===== config.mk =====
export PLATFORM = sky130hd
export DESIGN_NAME = dttc_classify
export DESIGN_NICKNAME = d
export VERILOG_FILES = /design/src/dma_tag_tracker_completion_macros.svh /design/src/dttc_pkg.sv /design/src/dttc_classify.sv
export SDC_FILE = /design/constraint.sdc
export NUM_CORES = 1
export LEC_CHECK = 0
export ABC_AREA = 1
export BUFFER_PORTS_ARGS = -buffer_cell sky130_fd_sc_hd__buf_2
export CORE_AREA = 2 2 39 41
export DETAILED_ROUTE_END_ITERATION = 16
export DIE_AREA = 0 0 41 43
export PLACE_DENSITY = 0.52
export SYNTH_ARGS = -nofsm -noshare
export SYNTH_HDL_FRONTEND = slang
export SYNTH_SLANG_ARGS = --single-unit

===== constraint.sdc =====
create_clock -name vclk -period 1.3
set_clock_uncertainty 0.1 [all_clocks]
set_input_delay 0.195 -clock vclk [all_inputs]
set_output_delay 0.195 -clock vclk [all_outputs]
set_load 0.02 [all_outputs]

===== src/dma_tag_tracker_completion_macros.svh =====
// Assertion macros for the DMA tag tracker.
// Included by the modules that carry concurrent assertions; no other dependencies.
`ifndef DMA_TAG_TRACKER_COMPLETION_MACROS_SVH
`define DMA_TAG_TRACKER_COMPLETION_MACROS_SVH

`ifndef NO_ASSERTIONS

// antecedent implies consequent in the same cycle
`define DTTC_ASSERT_IMP(name, clk, rst_n, ante, cons) \
    name: assert property (@(posedge clk) disable iff (!rst_n) (ante) |-> (cons)) \
        else $error("%m: assertion failed");

// antecedent implies consequent in the next cycle
`define DTTC_ASSERT_NEXT(name, clk, rst_n, ante, cons) \
    name: assert property (@(posedge clk) disable iff (!rst_n) (ante) |=> (cons)) \
        else $error("%m: assertion failed");

`else

`define DTTC_ASSERT_IMP(name, clk, rst_n, ante, cons)

`define DTTC_ASSERT_NEXT(name, clk, rst_n, ante, cons)

`endif

`endif


===== src/dttc_pkg.sv =====
// Package for the DMA tag tracker: item and result types, command and
// status codes, outcome codes and the controller state type. No dependencies.
package dttc_pkg;

    localparam int NUM_TAGS_DEF  = 256;
    localparam int RING_SIZE_DEF = 256;

    // hardware command bytes
    localparam logic [7:0] CMD_DISCARD = 8'h70;
    localparam logic [7:0] CMD_WRITE   = 8'h80;
    localparam logic [7:0] CMD_READ    = 8'hC0;
    localparam logic [7:0] CMD_RECON   = 8'hE0;

    // hardware status bits
    localparam logic [7:0] ST_CRC   = 8'h01;
    localparam logic [7:0] ST_HARD  = 8'h02;
    localparam logic [7:0] ST_FAULT = 8'h08;

    // operation codes
    localparam logic OP_ISSUE  = 1'b0;
    localparam logic OP_STATUS = 1'b1;

    // outcome codes
    localparam logic [2:0] OC_ISSUED     = 3'd0;
    localparam logic [2:0] OC_NO_TAG     = 3'd1;
    localparam logic [2:0] OC_OK         = 3'd2;
    localparam logic [2:0] OC_FAULT      = 3'd3;
    localparam logic [2:0] OC_REQUEUE    = 3'd4;
    localparam logic [2:0] OC_SW_ERR     = 3'd5;
    localparam logic [2:0] OC_NO_TRACKER = 3'd6;
    localparam logic [2:0] OC_NOT_READY  = 3'd7;

    typedef struct packed {
        logic        op;
        logic [7:0]  command_in;
        logic [2:0]  sector_offset;
        logic [3:0]  sector_count;
        logic [31:0] blk_addr;
        logic [15:0] entry_count;
        logic [7:0]  dev_status;
        logic [7:0]  entry_tag;
    } t_item;

    typedef struct packed {
        logic [2:0]  outcome;
        logic [7:0]  tag_out;
        logic [7:0]  ring_index;
        logic [7:0]  command_out;
        logic [7:0]  sect_byte;
        logic [31:0] blk_addr_out;
    } t_result;

    // payload of one tracker entry (valid bit kept apart in flops)
    typedef struct packed {
        logic [7:0]  cmd;
        logic [7:0]  sect;
        logic [31:0] addr;
    } t_trk;

    // classifier verdict
    typedef struct packed {
        logic [2:0] outcome;
        logic       requeue;
    } t_class;

    typedef enum logic {
        S_IDLE,
        S_EXEC
    } t_state;

endpackage


===== src/dttc_classify.sv =====
// Completion status classifier: maps recorded command, hardware status and
// the scrub bit to an outcome code and requeue flag. Depends on dttc_pkg.
module dttc_classify (
    input  logic [7:0]      i_cmd,
    input  logic [7:0]      i_status,
    input  logic            i_scrub,
    output dttc_pkg::t_class o_class
);
    import dttc_pkg::*;

    logic media_err;

    assign media_err = |(i_status & (ST_CRC | ST_HARD));

    always_comb begin
        o_class.requeue = 1'b0;
        o_class.outcome = OC_OK;
        if (i_status != 8'h00) begin
            case (i_cmd) inside
                CMD_READ: begin
                    if (media_err) begin
                        o_class.outcome = i_scrub ? OC_REQUEUE : OC_FAULT;
                        o_class.requeue = i_scrub;
                    end else begin
                        o_class.outcome = |(i_status & ST_FAULT) ? OC_FAULT : OC_OK;
                    end
                end
                CMD_RECON: begin
                    o_class.outcome = media_err ? OC_FAULT : OC_OK;
                end
                CMD_WRITE, CMD_DISCARD: begin
                    o_class.outcome = OC_FAULT;
                end
                default: begin
                    o_class.outcome = OC_SW_ERR;
                end
            endcase
        end
    end

endmodule


### After elaboration in Yosys (flattened, before gate mapping)

Cells that the tools add are included.

| storage, ports and cells | value |
|---|---|
| flip-flop bits (word level) | 0 |
| latch bits | 0 |
| memory bits (writable) | 0 |
| memory bits (read-only) | 0 |
| input bits | 17 |
| output and inout port bits | 4 |
| word-level logic and storage cells | 17 |
| memories | 0 |

| cells by class | value |
|---|---|
| add/sub/neg operators | 0 |
| multipliers | 0 |
| divide/modulo/power cells | 0 |
| order comparisons | 0 |
| eq/ne operators | 4 |
| shift operators | 0 |
| muxes and demuxes | 10 |
| bitwise gates (word level) | 0 |
| reduce and logical (&&, ||, !) cells | 3 |

Operators by type and width:

| cell | count |
|---|---|
| == test 8 bit (second input constant) | 3 |
| two-way mux 3 bit | 5 |
| == test 8 x 7 -> 1 bit (second input constant) | 1 |
| nonzero test 8 bit | 1 |
| two-way mux 1 bit | 4 |
| two-way mux 4 bit | 1 |
| OR reduction 2 bit | 2 |

### Longest topological paths before layout

Gate-level depths: netlist (run 1).

| logic depth | value |
|---|---|
| word-level depth | 6 |
| gate-level depth with buffers | 7 |
| gate-level depth less buffers | 7 |

### Worst setup path before layout (run 1)

OpenSTA, ideal clock, no wires.

| path | value |
|---|---|
| path type | input port to output port |
| start | input i_cmd[1] |
| end | output o_class[1] (netlist name) |
| data arrival time | 910 ps |
| data required time | 1005 ps |
| slack | 95 ps |
| stages on the path | 5 |
| buffers on the path | 0 |
| path through | nor2_1 -> nand2_1 -> nor2_2 -> nand3_1 -> a21oi_1 |

RTL lines:

| item | RTL line | RTL |
|---|---|---|
| from (decl) | dttc_classify.sv:4 | `input logic [7:0] i_cmd,` |
| to (decl) | dttc_classify.sv:7 | `output dttc_pkg::t_class o_class` |

==> results.py, run 1 <==
metrics = {
    "status": {
        "status": "finished, final reports clean",
    },
    "final_layout": {
        "area.growth.synth_to_final_pct": 92.0,
        "clkbuf_count": 0,
        "fin_nets": 83,
        "seqCellArea_um2": 0,
        "seq_cells": 0,
        "num_antenna_cells": 0,
        "drive_above_1_share": 0.500,
        "filler_cell_count": 158,
    },
    "worst_setup_path": {
        "crit_buf_inv": 2,
        "startpoint": "i_status[5]",
        "critPathMaxStageDelay_ns": 0.23,
        "cp_cell_sequence": "buf_6, or2_1, nor2_1, nand3_1, o21ai_2, nand2_1, buf_6",
        "timing.critical_path.fanout_max": 2,
        "cp-end-kind": "output port",
        "path_class": "in -> out",
        "start_kind": "input port",
        "required_ns": 1.00,
        "path_common_cell": "buf_6",
        "cp_slowest_cell": "or2_1",
        "arrival_ns": 0.97,
        "cp_top_family": "simple AND/OR/NAND/NOR gates",
    },
    "power": {
        "clkPwrFrac": 0,
        "swShare": 0.500,
        "power_switching_w": 0.0000418,
        "power.density_nw_per_um2": 213,
        "power.leakage_nw": 0.205,
        "total_power_w": 0.0000836,
        "combPwrFrac": 1.000,
        "p_int_w": 0.0000418,
        "seq_power_share": 0,
        "ir_worst_vdd_mv": 0.0727,
    },
    "placement": {
        "place_congestion": 0.651,
        "port_buffers": 21,
    },
    "yosys": {
        "synthCells": 43,
        "syn_avg_cell_area_um2": 4.74,
        "synth.top_cell.area_share": 0.221,
        "yosys-top-cells-area": "nand2_1 (22%), inv_1 (13%), nor2_1 (13%)",
        "yosys_warnings": 0,
        "yosysUniqueCellTypes": 15,
        "ys_seq_area_frac": 0,
        "yosysTopAreaCell": "nand2_1",
        "synth_area_um2": 204,
        "syn_nets": 60,
    },
    "timing": {
        "relSlewSlack": 0.860,
        "min_period_ns": 1.27,
        "rsz0062_at_grt": "true",
        "max_freq_ghz": 0.788,
        "fin_setup_tns_ns": 0,
        "maxSlewViolCount": 0,
        "period_share": 0.977,
        "hold_viol": 0,
        "setup_viol": 0,
        "worst_pin_slew_ns": 0.209,
    },
    "die": {
        "row_count": 14,
        "io_pins": 21,
        "start_util": 0.147,
        "die_height_um": 43,
        "die_width_um": 41,
        "coreArea_um2": 1380,
        "die_area_um2": 1760,
    },
    "drt": {
        "vias": 312,
        "drt_iter0_drc": 8,
        "drc_errors": 0,
        "via_per_inst": 3.90,
        "drt_wl_total_um": 555,
        "ant_nets": 0,
        "wl_per_cell_um": 6.94,
        "dr.pass1.iters": 2,
    },
    "global_routing": {
        "track_usage": 0.0679,
        "grt_overflow": 0,
        "antenna_found_initial": 0,
        "grt_max_degree": 6,
        "grt_first_pass_wirelength_um": 917,
        "grt_pass1_vias": 242,
    },
    "worst_hold_path": {
        "hp-class": "in -> out",
        "min_from": "i_status[3]",
    },
    "flow_run": {
        "drv_cap": 0,
    },
}
-- power groups by stage --
stage,sequential [W],combinational (W),clock (W)
floorplan,0,0.0000325,0
global placement,0,0.0000678,0
detailed placement,0,0.0000682,0
CTS,0,0.0000697,0
global route,0,0.0000934,0
finish,0,0.0000836,0
-- stage by stage --
stage | std cells | setup WS (ns) | area (um2) | util | hold WS [ns]
global placement | 80 | -0.0129 | 329 | 0.238 | 0.743
global route | 80 | -0.0503 | 392 | 0.283 | 0.778
detailed placement | 80 | -0.0162 | 329 | 0.238 | 0.736
floorplan | 43 | 0.0949 | 204 | - | 0.502
finish | 80 | 0.0304 | 392 | 0.283 | 0.732
CTS | 80 | 0.00176 | 334 | 0.241 | 0.738
-- placed cells by master, fill, tap and decap left out, types with 2 or more instances in the layout --
master / count
nand2_1: 10
nor2_1: 5
inv_1: 7
buf_6: 5
buf_2: 15
nand2_2: 3
nor2_4: 4
o21ai_2: 2
nand3_1: 4
-- layout make-up --
class | count | area, um2 | share of cell area
Inverter | 8 | 30.0 | 0.0767
Multi-Input combinational cell | 35 | 203 | 0.518
Timing Repair Buffer | 21 | 139 | 0.355
Tap cell | 16 | 20.0 | 0.0511
-- timing repair --
item                                    CTS  global route
setup buffers                             0             0
pin swaps                                 1             6
hold buffers                              0             0
gates resized for setup                   2            14
endpoints found under the setup margin    3             4
-- path summary, 6_finish.rpt --
| check | end | slack, ns | cells after the start |
|---|---|---|---|
| min | o_class[2] | 0.73 | 5 |
| max | o_class[3] | 0.03 | 7 |
-- Yosys cell counts --
library cell / number
o21bai_1: 1
nand2_2: 1
o21ai_0: 1
o21ai_2: 2
or2_1: 1
nor3_1: 1
nor2_1: 7
nand3_1: 4
inv_1: 7
nand4_1: 1
a21oi_1: 1
nand2_1: 12
clkinv_1: 1
nor2_4: 1
nor2_2: 2
-- logic make-up (layout without fill, tap and decap cells) --
logic type      after synthesis  after routing  synth area share
simple gates                 30             30             0.681
buf+inv                       8             29             0.147
compound gates                5              5             0.172
-- per-layer routing --
layer / track usage / vias up / part of all wire / wire length (um)
met1: 0.111 / 119 / 0.50 / 277
met5: 0 / - / 0 / 0
met3: 0 / 0 / 0.12 / 69
met4: 0 / 0 / 0 / 0
met2: 0.103 / 17 / 0.38 / 209
li1: - / 176 / - / -
No activity file was read; power rests on OpenSTA's default activity.
==> run 2: changes to the inputs <==
- BUFFER_PORTS_ARGS: -buffer_cell sky130_fd_sc_hd__buf_2 -> -buffer_cell sky130_fd_sc_hd__buf_4
==> run 2 against run 1 <==
- worst hold slack got worse by 0.0090 ns
- via count increased by 2.9%
- count of clock-buffer cells in the layout unchanged
- die area unchanged
- critical endpoint unchanged
==> results.py, run 2 (synthesis results as in run 1) <==
metrics = {
    "flow_run": {
        "drv_cap": 0,
    },
    "placement": {
        "dpl_cell_area_um2": 382,
        "dp_cells": 80,
        "pre_cts_slack_ns": -0.00949,
        "place_congestion": 0.649,
        "port_buffers": 21,
    },
    "drt": {
        "drc_errors": 0,
        "ant_nets": 0,
        "via_per_inst": 4.01,
        "wl_per_cell_um": 7.79,
        "drt_iter0_drc": 11,
        "vias": 321,
        "drt_wl_total_um": 623,
        "dr.pass1.iters": 4,
    },
    "global_routing": {
        "antenna_found_initial": 0,
        "grt.met2_usage": 0.0969,
        "grt_first_pass_wirelength_um": 924,
        "grt_util_met3": 0.00524,
        "busiest_layer": "met1",
        "grt_max_degree": 6,
        "grt_overflow": 0,
        "track_usage": 0.0679,
        "met1_usage": 0.114,
        "grt_pass1_vias": 251,
    },
    "final_layout": {
        "area.growth.synth_to_final_pct": 109,
        "drive_above_1_share": 0.500,
        "num_antenna_cells": 0,
        "postLayoutCellArea_um2": 427,
        "seqCellArea_um2": 0,
        "seq_cells": 0,
        "layout_common_cells": "buf_4 (16), nand2_1 (11), inv_1 (7)",
        "clkbuf_count": 0,
        "final_common_cell": "buf_4",
        "final_core_util": 0.308,
        "fin_nets": 83,
        "fin_cells": 80,
    },
    "die": {
        "io_pins": 21,
        "start_util": 0.147,
        "die_height_um": 43,
        "coreArea_um2": 1380,
        "die_width_um": 41,
        "die_area_um2": 1760,
        "row_count": 14,
    },
    "timing": {
        "min_period_ns": 1.28,
        "setup_viol": 0,
        "maxSlewViolCount": 0,
        "fin_setup_tns_ns": 0,
        "period_share": 0.985,
        "rsz0062_at_grt": "true",
        "max_freq_ghz": 0.781,
        "relSlewSlack": 0.868,
        "worst_pin_slew_ns": 0.196,
        "setup_ws_ns": 0.0196,
        "hold_viol": 0,
    },
    "worst_hold_path": {
        "hp-class": "in -> out",
        "min_from": "i_cmd[5]",
    },
    "cts": {
        "cts_setup_buffers": 0,
    },
    "worst_setup_path": {
        "path_class": "in -> out",
        "arrival_ns": 0.99,
        "start_kind": "input port",
        "startpoint": "i_status[4]",
        "required_ns": 1.00,
        "timing.critical_path.fanout_max": 2,
        "endpoint": "o_class[3]",
        "cp-end-kind": "output port",
    },
    "power": {
        "power.density_nw_per_um2": 224,
        "ir_worst_vdd_mv": 0.0910,
        "power.leakage_nw": 0.222,
    },
    "status": {
        "status": "finished, final reports clean",
    },
}
-- run 2: changes by cell type in the layout (fill, tap and decap cells not counted) --
cell | previous run | this run
buf_4 | 1 | 16
inv_2 | 0 | 1
buf_2 | 15 | 0
nand2_1 | 10 | 11
clkinv_1 | 1 | 0
nand2_2 | 3 | 2
-- run 2: through the flow --
step           hold WS (ns)  total power (W)
2_1_floorplan         0.502        0.0000325
3_3_place_gp          0.727        0.0000827
3_5_place_dp          0.719        0.0000833
4_1_cts               0.721        0.0000836
5_1_grt               0.743         0.000106
6_report              0.723        0.0000956
-- run 2: worst max-delay path, stage by stage --
cell,delay [ns]
buf_6,0.09
or2_1,0.23
nor2_1,0.10
nand3_1,0.10
o21ai_2,0.07
nand2_1,0.07
buf_6,0.13
-- run 2: worst min-delay path by stage --
stage	endpoint	slack, ns	cells after the start
after floorplan	o_class[0]	0.50	3
after global placement	o_class[1]	0.73	5
after detailed placement	o_class[1]	0.72	5
after CTS	o_class[1]	0.72	5
after global routing	o_class[1]	0.74	5
final	o_class[1]	0.72	5
-- run 2: metal layers --
metal | vias up | wire (um)
li1 | 176 | -
met1 | 128 | 283
met2 | 17 | 265
met3 | 0 | 74
met4 | 0 | 0
met5 | - | 0
-- run 2: power by group --
group          total [W]  leakage (nW)  internal [W]  switching [W]
logic          0.0000956         0.222     0.0000534      0.0000422
registers              0             0             0              0
clock network          0             0             0              0
-- run 2: cell type report --
type	instances	area (um2)
fill	164	957
multi-input combinational	35	200
timing repair buffer	21	176
inverter	8	30.0
tap	16	20.0
-- run 2: timing repair --
action,in CTS,in global routing
endpoints found under the setup margin,1,4
hold buffers,0,0
cloned,0,0
resized for setup,0,13
pin swaps,1,2
